`config.mk`:
```
export PLATFORM = sky130hd
export DESIGN_NAME = ssosc_queue
export DESIGN_NICKNAME = d
export VERILOG_FILES = /design/src/rtl/core/ssosc_pkg.sv /design/src/rtl/core/ssosc_queue.sv
export SDC_FILE = /design/constraint.sdc
export NUM_CORES = 1
export LEC_CHECK = 0
export BUFFER_PORTS_ARGS = -buffer_cell sky130_fd_sc_hd__buf_4
export CELL_PAD_IN_SITES_DETAIL_PLACEMENT = 1
export CELL_PAD_IN_SITES_GLOBAL_PLACEMENT = 2
export CORE_UTILIZATION = 41
export DETAILED_ROUTE_END_ITERATION = 7
export PLACE_DENSITY_LB_ADDON = 0.1
export SETUP_SLACK_MARGIN = 0.3
export SYNTH_ARGS = -nofsm -noshare
export SYNTH_HDL_FRONTEND = slang
export SYNTH_SLANG_ARGS = --single-unit
export TNS_END_PERCENT = 30
```
`constraint.sdc`:
```
create_clock -name clk -period 7.9 [get_ports clk]
set_clock_uncertainty 0.05 [all_clocks]
set_input_delay 1.58 -clock clk [delete_from_list [all_inputs] [get_ports clk]]
set_output_delay 1.58 -clock clk [all_outputs]
set_load 0.005 [all_outputs]
```
`src/rtl/core/ssosc_pkg.sv`:
```
// ----------------------------------------------------------------------------
// ssosc_pkg
// Shared constants, types and the constant root table for the shaped
// sawtooth oscillator.
// ----------------------------------------------------------------------------
package ssosc_pkg;

    localparam int COUNT_BITS     = 18;
    localparam int SAMPLE_BITS    = 24;
    localparam int FREQ_BITS      = 24;
    localparam int FACTOR_BITS    = 16;
    localparam int RATE_BITS      = 18;
    localparam int AMP_BITS       = 23;
    localparam int CFG_INDEX_BITS = 2;
    localparam int CFG_DATA_BITS  = 23;
    localparam int LIM_BITS       = RATE_BITS + 8;
    localparam int PROD_BITS      = COUNT_BITS + FREQ_BITS;
    localparam int FRAC_BITS      = 24;
    localparam int STEP_BITS      = 5;
    localparam int QUEUE_PTR_BITS = 1;
    localparam int QUEUE_DEPTH    = 2 ** QUEUE_PTR_BITS;

    localparam logic [RATE_BITS-1:0] RESET_SAMPLE_RATE = RATE_BITS'(48000);
    localparam logic [AMP_BITS-1:0]  RESET_AMPLITUDE   = AMP_BITS'(8388607);

    typedef enum logic [CFG_INDEX_BITS-1:0] {
        REG_SAMPLE_RATE = 2'd0,
        REG_AMPLITUDE   = 2'd1
    } cfg_reg_t;

    typedef struct packed {
        logic                   sat;
        logic [LIM_BITS-1:0]    prod;
        logic [FACTOR_BITS-1:0] factor;
    } ramp_item_t;

    typedef logic [FRAC_BITS-1:0][30:0] root_table_t;

    function automatic logic [63:0] isqrt64(input logic [63:0] v);
        logic [63:0] rem;
        logic [63:0] res;
        logic [63:0] bitv;
        rem  = v;
        res  = 64'd0;
        bitv = 64'd1 << 62;
        for (int k = 0; k < 32; k++)
        begin
            if (rem >= res + bitv)
            begin
                rem = rem - (res + bitv);
                res = (res >> 1) + bitv;
            end
            else
            begin
                res = res >> 1;
            end
            bitv = bitv >> 2;
        end
        return res;
    endfunction

    // Successive square roots of one half in Q1.30: 2^(-2^-i), i = 1..24
    function automatic root_table_t exp_roots();
        root_table_t tbl;
        logic [63:0] c;
        c = 64'd1 << 29;
        for (int i = 0; i < FRAC_BITS; i++)
        begin
            c      = isqrt64(c << 30);
            tbl[i] = c[30:0];
        end
        return tbl;
    endfunction

    localparam root_table_t EXP_ROOT = exp_roots();

endpackage

```
`src/rtl/core/ssosc_queue.sv`:
```
// ----------------------------------------------------------------------------
// ssosc_queue
// Two-entry queue of classified ramp items between front and back.
// ----------------------------------------------------------------------------
module ssosc_queue
    import ssosc_pkg::*;
(
    input  logic       clk,
    input  logic       rst_n,
    input  logic       push,
    input  ramp_item_t push_item,
    output logic       full,
    input  logic       pop,
    output ramp_item_t pop_item,
    output logic       empty
);

    ramp_item_t                entry_reg [QUEUE_DEPTH];
    logic [QUEUE_PTR_BITS-1:0] wr_ptr_reg;
    logic [QUEUE_PTR_BITS-1:0] rd_ptr_reg;
    logic [QUEUE_PTR_BITS:0]   fill_reg;
    logic [QUEUE_PTR_BITS:0]   fill_next;

    assign full     = (fill_reg == (QUEUE_PTR_BITS+1)'(QUEUE_DEPTH));
    assign empty    = (fill_reg == '0);
    assign pop_item = entry_reg[rd_ptr_reg];

    always_comb
    begin
        fill_next = fill_reg;
        if (push && !pop)
        begin
            fill_next = fill_reg + 1'b1;
        end
        else if (pop && !push)
        begin
            fill_next = fill_reg - 1'b1;
        end
    end

    always_ff @(posedge clk or negedge rst_n)
    begin
        if (!rst_n)
        begin
            wr_ptr_reg <= '0;
            rd_ptr_reg <= '0;
            fill_reg   <= '0;
        end
        else
        begin
            fill_reg <= fill_next;
            if (push)
            begin
                wr_ptr_reg <= wr_ptr_reg + 1'b1;
            end
            if (pop)
            begin
                rd_ptr_reg <= rd_ptr_reg + 1'b1;
            end
        end
    end

    always_ff @(posedge clk)
    begin
        if (push)
        begin
            entry_reg[wr_ptr_reg] <= push_item;
        end
    end

endmodule

```
==> flow_metrics.py <==
metrics = {
    "status": {
        "status": "finished, final reports clean",
    },
    "hold_path": {
        "min_to": "fill_reg[1]",
        "min_path_type": "reg -> reg",
        "holdPathStages": 1,
        "hold_start": "fill_reg[1]",
    },
    "setup_path": {
        "r2r-start": "wr_ptr_reg",
        "crit_chain": "buf_4 -> mux2_2 -> buf_4",
        "cp_slowest_cell": "dfrtp_2",
        "worst_setup_path_start_kind": "register",
        "worstSetupEndpointType": "output port",
        "cp_max_fo": 33,
        "cp.arrival_ns": 2.05,
        "max_stage_delay_ns": 0.58,
        "rr_worst_depth": 1,
        "cp_common_cell": "buf_4",
        "crit_required_ns": 6.27,
        "r2r_end": "entry_reg[1][1]",
        "reg2reg_slack_ns": 6.15,
        "criticalPathCategory": "reg -> out",
    },
    "floorplanning": {
        "io_pins": 92,
        "die_x_um": 94.3,
        "coreArea_mm2": 0.00822,
        "initial_core_util": 0.425,
        "die_area_mm2": 0.00889,
        "rows": 33,
        "die_y_um": 94.3,
    },
    "synthesis": {
        "yosysTopAreaCellShare": 0.740,
        "synthFlopType": "edfxtp_1",
        "syn_avg_cell_area_um2": 23.3,
        "syn_nets": 198,
        "yosysWarnings": 0,
        "yosys_register_bits": 90,
        "yosysMostFrequentCell": "edfxtp_1",
        "postSynthCellCount": 150,
        "yosys.area.top_type": "edfxtp_1",
        "synth_edf_count": 86,
        "synth_area_leaders": "edfxtp_1 (74%), mux2_4 (17%), dfrtp_1 (2.9%)",
        "synth.top_cells.by_count": "edfxtp_1 (86), mux2_4 (39)",
        "synthArstFlopShare": 0.0444,
        "synth_cell_types": 13,
        "ys_seq_area_frac": 0.768,
        "synth_area_mm2": 0.00349,
    },
    "global_routing": {
        "grt_max_degree": 44,
        "antenna_found_initial": 0,
        "grt_pass1_wl_um": 8560,
        "grt_remaining_overflow": 0,
        "grt_pass1_vias": 1779,
        "track_usage": 0.135,
    },
    "cts": {
        "cts_tree": "yes",
        "cts-resized-gates": 0,
        "path_clk_slew_ns": 0.08,
        "cts_buffers": 9,
        "cts_buffer_depth": 2,
        "ctsHoldBuffers": 0,
        "postCtsSetupRepairBufs": 0,
        "clk_latency_ns": 0.34,
        "cts_sinks": 90,
        "cts_max_level": 3,
        "root_buffer": "clkbuf_8",
    },
    "pwr": {
        "power_density_mw_per_mm2": 333,
        "switching_share": 0.254,
        "p_leak_nw": 1.79,
        "seqPwrFrac": 0.458,
        "combPwrFrac": 0.320,
        "internal_power_w": 0.00110,
        "ir_worst_vdd_mv": 0.146,
        "p_switching_w": 0.000375,
        "p_clk_frac": 0.221,
    },
    "layout": {
        "fill_cells": 781,
        "num_antenna_cells": 0,
        "fin_nets": 297,
        "final_cells": 358,
        "area_growth_pct": 27.4,
        "largest_reg_flops": 86,
        "final_layout_size_suffix_gt1_frac": 0.601,
    },
    "detailed_routing": {
        "via_per_inst": 4.61,
        "wirelength_um": 5710,
        "dr.first_iter.drc_count": 42,
        "ant_nets": 0,
        "drtPass1Iterations": 4,
        "vias": 1652,
        "post_drt_wl_per_cell_um": 16.0,
        "drcViolationCount": 0,
    },
    "placed_design": {
        "portBuffers": 91,
        "dp_hpwl_um": 3770,
        "place_congestion": 0.660,
        "dp.cells": 343,
    },
    "timing": {
        "layout_min_cycle_time_ns": 3.68,
        "tightestPinTransition_ns": 1.07,
        "holdWs_ns": 0.443,
        "rsz0062_at_grt": "false",
        "hold_viol_final": 0,
        "fmax_mhz": 272,
        "fin_crit_sh": 0.466,
        "tns_ns": 0,
        "setup_violations": 0,
        "drv_slew": 0,
        "worst_slew_margin_rel": 0.287,
    },
    "run": {
        "drv_cap": 0,
    },
}
[final cells by class]
class	instances	area, um^2	area share
Inverter	1	3.75	0.000844
Clock inverter	5	80.1	0.0180
Sequential cell	90	2680	0.604
Clock buffer	10	128	0.0287
Timing Repair Buffer	93	698	0.157
Multi-Input combinational cell	54	722	0.162
Tap cell	105	131	0.0295
[how the worst max path moves through the flow]
| stage | slack, ns | depth (start not counted) | endpoint | from |
|---|---|---|---|---|
| CTS | 4.15 | 3 | pop_item[28] | rd_ptr_reg |
| global route | 4.10 | 3 | pop_item[28] | rd_ptr_reg |
| detailed placement | 4.54 | 3 | pop_item[28] | rd_ptr_reg |
| global placement | 4.54 | 3 | pop_item[28] | rd_ptr_reg |
| floorplan | 3.90 | 1 | entry_reg[0][0] | push |
| finish | 4.22 | 3 | pop_item[28] | rd_ptr_reg |
[critical path, delay by kind of cell (launching register included)]
| kind | cells | cell delay, ns |
|---|---|---|
| flip-flops | 1 | 0.58 |
| buffers and inverters | 2 | 0.69 |
| multiplexers | 1 | 0.40 |
[layer usage]
metal	track usage	wire length [um]	up-vias
met1	0.153	2300	808
met4	0.0731	78	0
met5	0	0	-
met3	0.0332	345	8
met2	0.234	2990	58
li1	-	-	778
[stage by stage]
stage               setup slack [ns]   util  total power (W)  cell area (um^2)
global route                    4.10  0.541          0.00155              4450
floorplan                       3.90      -          0.00100              3490
global placement                4.54  0.516          0.00117              4240
CTS                             4.15  0.541          0.00151              4450
detailed placement              4.54  0.516          0.00118              4240
finish                          4.22  0.541          0.00148              4450
[placed cells by master (no fill, tap or decap), types with 2 or more instances in the layout]
cell / count
edfxtp_1: 86
clkbuf_8: 9
mux2_4: 39
dfrtp_1: 3
nor2_1: 2
mux2_2: 4
bufinv_16: 2
buf_4: 93
xor2_1: 4
[kinds of logic (layout without fill, tap and decap cells)]
| kind of cell | count (synthesis) | count (layout) | share of synthesized area |
|---|---|---|---|
| flops | 90 | 90 | 0.768 |
| buf+inv | 6 | 109 | 0.0272 |
| fa+ha+maj | 1 | 1 | 0.00358 |
| simple gates | 5 | 5 | 0.00753 |
| mux | 43 | 43 | 0.181 |
| xor+xnor | 5 | 5 | 0.0125 |
[power by group through the flow]
stage	sequential, W	combinational [W]	clock [W]
finish	0.000678	0.000474	0.000328
global route	0.000689	0.000513	0.000351
CTS	0.000681	0.000488	0.000338
detailed placement	0.000692	0.000486	0
global placement	0.000687	0.000484	0
floorplan	0.000670	0.000333	0
(Power assumes the default switching activity.)
