[src/rtl/core/ssosc_pkg.sv]
// ----------------------------------------------------------------------------
// ssosc_pkg
// Shared constants, types and the constant root table for the shaped
// sawtooth oscillator.
// ----------------------------------------------------------------------------
package ssosc_pkg;

    localparam int COUNT_BITS     = 18;
    localparam int SAMPLE_BITS    = 24;
    localparam int FREQ_BITS      = 24;
    localparam int FACTOR_BITS    = 16;
    localparam int RATE_BITS      = 18;
    localparam int AMP_BITS       = 23;
    localparam int CFG_INDEX_BITS = 2;
    localparam int CFG_DATA_BITS  = 23;
    localparam int LIM_BITS       = RATE_BITS + 8;
    localparam int PROD_BITS      = COUNT_BITS + FREQ_BITS;
    localparam int FRAC_BITS      = 24;
    localparam int STEP_BITS      = 5;
    localparam int QUEUE_PTR_BITS = 1;
    localparam int QUEUE_DEPTH    = 2 ** QUEUE_PTR_BITS;

    localparam logic [RATE_BITS-1:0] RESET_SAMPLE_RATE = RATE_BITS'(48000);
    localparam logic [AMP_BITS-1:0]  RESET_AMPLITUDE   = AMP_BITS'(8388607);

    typedef enum logic [CFG_INDEX_BITS-1:0] {
        REG_SAMPLE_RATE = 2'd0,
        REG_AMPLITUDE   = 2'd1
    } cfg_reg_t;

    typedef struct packed {
        logic                   sat;
        logic [LIM_BITS-1:0]    prod;
        logic [FACTOR_BITS-1:0] factor;
    } ramp_item_t;

    typedef logic [FRAC_BITS-1:0][30:0] root_table_t;

    function automatic logic [63:0] isqrt64(input logic [63:0] v);
        logic [63:0] rem;
        logic [63:0] res;
        logic [63:0] bitv;
        rem  = v;
        res  = 64'd0;
        bitv = 64'd1 << 62;
        for (int k = 0; k < 32; k++)
        begin
            if (rem >= res + bitv)
            begin
                rem = rem - (res + bitv);
                res = (res >> 1) + bitv;
            end
            else
            begin
                res = res >> 1;
            end
            bitv = bitv >> 2;
        end
        return res;
    endfunction

    // Successive square roots of one half in Q1.30: 2^(-2^-i), i = 1..24
    function automatic root_table_t exp_roots();
        root_table_t tbl;
        logic [63:0] c;
        c = 64'd1 << 29;
        for (int i = 0; i < FRAC_BITS; i++)
        begin
            c      = isqrt64(c << 30);
            tbl[i] = c[30:0];
        end
        return tbl;
    endfunction

    localparam root_table_t EXP_ROOT = exp_roots();

endpackage

[src/rtl/core/ssosc_front.sv]
// ----------------------------------------------------------------------------
// ssosc_front
// Accept ticks, form count*freq, classify the ramp and advance the count.
// ----------------------------------------------------------------------------
module ssosc_front
    import ssosc_pkg::*;
(
    input  logic                   clk,
    input  logic                   rst_n,
    input  logic                   in_valid,
    output logic                   in_stall,
    input  logic [FREQ_BITS-1:0]   freq,
    input  logic [FACTOR_BITS-1:0] factor,
    input  logic [RATE_BITS-1:0]   sample_rate,
    input  logic                   q_full,
    output logic                   q_push,
    output ramp_item_t             q_item
);

    typedef enum logic [2:0] {
        F_IDLE = 3'b001,
        F_MUL  = 3'b010,
        F_PUSH = 3'b100
    } front_state_t;

    front_state_t           state_reg, state_next;
    logic [COUNT_BITS-1:0]  count_reg, count_next;
    logic [FREQ_BITS-1:0]   freq_reg;
    logic [FACTOR_BITS-1:0] factor_reg;
    logic [PROD_BITS-1:0]   prod_reg;

    logic [RATE_BITS-1:0]   sr_eff;
    logic [PROD_BITS-1:0]   lim_ext;
    logic [PROD_BITS:0]     step_prod;
    logic                   sat;
    logic                   wrap;
    logic [COUNT_BITS-1:0]  count_inc;

    assign sr_eff    = (sample_rate == '0) ? RATE_BITS'(1) : sample_rate;
    assign lim_ext   = PROD_BITS'({sr_eff, 8'b0});
    assign sat       = (prod_reg >= lim_ext);
    assign step_prod = {1'b0, prod_reg} + (PROD_BITS+1)'(freq_reg);
    assign wrap      = (step_prod > {1'b0, lim_ext});
    assign count_inc = (count_reg == '1) ? count_reg : count_reg + 1'b1;

    assign in_stall      = (state_reg != F_IDLE);
    assign q_push        = (state_reg == F_PUSH) && !q_full;
    assign q_item.sat    = sat;
    assign q_item.prod   = prod_reg[LIM_BITS-1:0];
    assign q_item.factor = factor_reg;

    always_comb
    begin
        state_next = state_reg;
        count_next = count_reg;
        case (state_reg)
            F_IDLE:
            begin
                if (in_valid)
                begin
                    state_next = F_MUL;
                end
            end
            F_MUL:
            begin
                state_next = F_PUSH;
            end
            F_PUSH:
            begin
                if (!q_full)
                begin
                    // advance the count, drop to zero past the period
                    count_next = wrap ? '0 : count_inc;
                    state_next = F_IDLE;
                end
            end
            default:
            begin
                state_next = F_IDLE;
            end
        endcase
    end

    always_ff @(posedge clk or negedge rst_n)
    begin
        if (!rst_n)
        begin
            state_reg <= F_IDLE;
            count_reg <= '0;
        end
        else
        begin
            state_reg <= state_next;
            count_reg <= count_next;
        end
    end

    always_ff @(posedge clk)
    begin
        if (state_reg == F_IDLE && in_valid)
        begin
            freq_reg   <= freq;
            factor_reg <= factor;
        end
        if (state_reg == F_MUL)
        begin
            prod_reg <= count_reg * freq_reg;
        end
    end

endmodule

[config.mk]
export PLATFORM = sky130hd
export DESIGN_NAME = ssosc_front
export DESIGN_NICKNAME = d
export VERILOG_FILES = /design/src/rtl/core/ssosc_pkg.sv /design/src/rtl/core/ssosc_front.sv
export SDC_FILE = /design/constraint.sdc
export NUM_CORES = 1
export LEC_CHECK = 0
export ABC_AREA = 1
export BUFFER_PORTS_ARGS = -buffer_cell sky130_fd_sc_hd__buf_4
export CORE_AREA = 2 2 170 296
export CTS_BUF_LIST = sky130_fd_sc_hd__clkbuf_16
export DETAILED_ROUTE_END_ITERATION = 8
export DIE_AREA = 0 0 172 298
export SLEW_MARGIN = 15
export SYNTH_ARGS = -nofsm -noshare
export SYNTH_HDL_FRONTEND = slang
export SYNTH_SLANG_ARGS = --single-unit
[constraint.sdc]
create_clock -name clk -period 7.1 [get_ports clk]
set_input_delay 1.065 -clock clk [delete_from_list [all_inputs] [get_ports clk]]
set_output_delay 1.065 -clock clk [all_outputs]
set_load 0.02 [all_outputs]
==> metrics <==
ys flop type=edfxtp_1; worst hold path type=reg -> reg; final wirelength=roughly 71,000 microns; Die Ht=298 microns; Fillers=4,909; Synth cell types=52; Skew-Pair Late Insertion Delay=0.40 ns; number of synthesized flops with an enable pin=about 80; vias in the first global route=around 20,000; All-Layer GR Usage=28.20%; Die Width=approximately 170 microns; Wirelength per Cell=19.89 microns; Placeable Area=48,730 sq um; num rows=between 100 and 150; Clock Skew=0.01917 ns; H-tree levels=3; WP data arrival=6.90 ns; Max clock buf depth=2; Leak=approximately 14 nW; Critical Path Sink Type=flip-flop; Worst-path clk slew=0.08 ns; synth warn=0; largest net degree at the start of global routing=44; crit share post-route=95.48%; Fin. Hold Viols=0; port bufs=106; drt first pass iters=6; share of layout cells above drive strength 1=8.066%; FMAX=147.5 MHz; DRT antenna net count=0; Starting Density=44.66%; worst-margin pin slew=1.272 ns; initial antenna violation count=4; Critical Path Fanout Max=11; clk sink count=103; DIE AREA=51,260 sq um; Worst Hold Endpoint=state_reg[2]; post-synthesis sequential area ratio=between 10% and 20%; Pwr Density=125.4 nW/um^2; Vias/cell=around 5.1; remaining global-route overflow=0; max-cap viol count=0; drt first-iter violations=~1,000; Final Cell Area=about 24,000 sq um; reg2reg end=prod_reg[36]; Netlist Area Pre-Place=21,760 sq um; Tmin final=between 6 and 7 ns; synth-to-layout area growth=8.825%; #FFs+latches synth=103; unrepaired setup endpoints after global routing=false; final net count=around 3,500; flip-flop and latch area=2990 sq um; VDD IR max=111.9 uV; multi-input gate area in the final layout=15,180 sq um; CTS tree=yes; Largest register FFs=42; fin. max-slew vios=0; Slew HR=14.60%; hold_sp=state_reg[2]; Cells after Synth=2,863; Hold Buf Count CTS=0; post-place instance area=approximately 23,000 sq um; r2r setup slk=0.32 ns; Setup-failing EPs final=0; setup_tns=0 ns; Worst Reg-to-Reg Cells=23; reg2reg start=freq_reg[5]; outcome=completed; top-level I/O count=107; GPL Wtd Cong=1.068; CP Class=reg -> reg; Clk Tree Root Cell=clkbuf_16; WP data required=approximately 7.2 ns; Mapped Avg Cell Area=7.602 sq um; async set-reset flop share out of synthesis=20.39%; DP HPWL=60,090 microns; post-route DRC violation count=0; TritonCTS buffer count=9; crit start category=flip-flop; Via Count=~18,000; # diodes=0; first-pass GRT wire length=roughly 110,000 microns; Hold Crit Depth=2; Synth Net Count=3,455
through the flow:
stage | hold WS [ns] | total power [mW] | util, % | std cells | worst slack [ns]
global placement | 0.5724 | 2.377 | 47.72 | 3554 | 0.4264
floorplan | 0.5249 | 1.838 | - | 2863 | 0.9053
finish | 0.5912 | 2.970 | 48.60 | 3580 | 0.3209
detailed placement | 0.5707 | 2.400 | 47.72 | 3554 | 0.3301
CTS | 0.5904 | 2.922 | 48.32 | 3570 | 0.2614
global route | 0.6222 | 3.142 | 48.60 | 3580 | 0.01863
cell families (layout without fill, tap and decap cells):
| group | count (synthesis) | count (layout) | share of synthesized area [%] |
|---|---|---|---|
| flops | 103 | 103 | 13.73 |
| buf+inv | 930 | 993 | 16.58 |
| fa+ha+maj | 530 | 530 | 42.65 |
| xor+xnor | 76 | 76 | 3.059 |
| simple gates | 1081 | 1081 | 20.17 |
| compound gates | 143 | 143 | 3.812 |
synth_stat cells (2+ instances only):
cell type / n / area [sq um]
buf_1: 33 / 123.9
o221a_2: 2 / 22.52
nand4_1: 18 / 112.6
a21oi_1: 70 / 350.3
and3_1: 2 / 12.51
nor4_1: 11 / 68.82
nor2_1: 115 / 431.7
a31oi_1: 8 / 50.05
nand3_1: 75 / 375.4
o221ai_1: 3 / 26.28
nor3_1: 24 / 120.1
nor2_2: 17 / 106.4
nor3_2: 5 / 50.05
fa_1: 353 / 7067
nand3b_1: 4 / 30.03
o21ai_0: 31 / 155.2
o21bai_1: 5 / 37.54
nand2_2: 3 / 18.77
clkbuf_1: 65 / 244.0
xnor2_1: 24 / 210.2
and2_1: 2 / 12.51
nand2_1: 800 / 3003
ha_1: 177 / 2215
o21a_1: 3 / 22.52
a21o_1: 5 / 37.54
inv_2: 4 / 15.01
nand2_4: 2 / 22.52
xor2_1: 52 / 455.4
buf_4: 27 / 202.7
buf_2: 5 / 25.02
dfrtp_1: 20 / 500.5
edfxtp_1: 82 / 2462
a211oi_1: 2 / 15.01
a21boi_0: 3 / 22.52
inv_1: 793 / 2977
o2111ai_1: 2 / 17.52
where the power goes:
part	leakage, nW	internal (mW)	switching [mW]	total [mW]
Sequential	1.03	0.791	0.172	0.963
Clock	0.137	0.246	0.275	0.521
Combinational	12.6	0.480	1.01	1.49
Total	13.8	1.52	1.45	2.97
timing repair:
item	4_1_cts	5_1_grt
gates resized for setup	0	1
setup buffers	0	10
setup endpoints to repair	0	1
worst max path at each step:
stage / to / from / depth (start not counted) / slack, ns
finish: prod_reg[36] / freq_reg[5] / 23 / 0.32
global route: prod_reg[36] / freq_reg[9] / 23 / 0.02
CTS: prod_reg[36] / freq_reg[8] / 22 / 0.26
detailed placement: prod_reg[36] / freq_reg[8] / 22 / 0.33
global placement: prod_reg[36] / freq_reg[8] / 22 / 0.43
floorplan: prod_reg[36] / count_reg[8] / 24 / 0.91
cell usage in the layout (no fill, tap or decap), types with 3 or more instances in the layout:
master | Yosys | layout
clkbuf_16 | 0 | 9
a31oi_1 | 8 | 8
dfrtp_1 | 20 | 19
o21bai_1 | 5 | 5
nor4_1 | 11 | 10
nor2_1 | 115 | 114
o21a_1 | 3 | 3
edfxtp_1 | 82 | 82
xor2_1 | 52 | 52
nor3_1 | 24 | 23
nand2_2 | 3 | 3
o21ai_0 | 31 | 31
fa_1 | 353 | 353
inv_1 | 793 | 793
nor3_2 | 5 | 6
o221ai_1 | 3 | 3
a21o_1 | 5 | 5
nand4_1 | 18 | 18
ha_1 | 177 | 177
nand2_1 | 800 | 800
nor2_2 | 17 | 17
a21oi_1 | 70 | 70
xnor2_1 | 24 | 24
buf_4 | 27 | 173
a21boi_0 | 3 | 3
buf_12 | 0 | 5
nand3_1 | 75 | 75
nand3b_1 | 4 | 4
inv_2 | 4 | 4
routing by layer:
layer / vias to the layer above / part of all wire [%] / track usage [%]
li1: 8442 / - / -
met1: 9030 / 33 / 27.30
met2: 629 / 54 / 53.15
met3: 255 / 5.3 / 4.291
met4: 6 / 8.1 / 19.83
met5: - / 0.058 / 0
worst max-delay path, cell delays in order, from the launching register on:
cell and delay [ns]:
edfxtp_1 0.58, buf_4 0.29, nand2_1 0.07, inv_1 0.06
fa_1 0.53, inv_1 0.06, fa_1 0.55, fa_1 0.44
fa_1 0.54, inv_1 0.07, fa_1 0.53, inv_1 0.05
fa_1 0.53, inv_1 0.04, ha_1 0.34, a21oi_1 0.29
o21ai_0 0.13, a21oi_1 0.14, o21ai_0 0.12, a21oi_1 0.33
o21ai_0 0.25, a21oi_1 0.27, o21ai_0 0.13, xor2_1 0.16
area by class of cell:
type	instances	share of cell area, %
clock buffer	9	0.9509
clock inverter	7	0.2747
inverter	799	12.67
multi-input combinational	1830	64.11
sequential	103	12.63
tap	654	3.455
timing repair buffer	178	5.906
(Power assumes the default switching activity.)
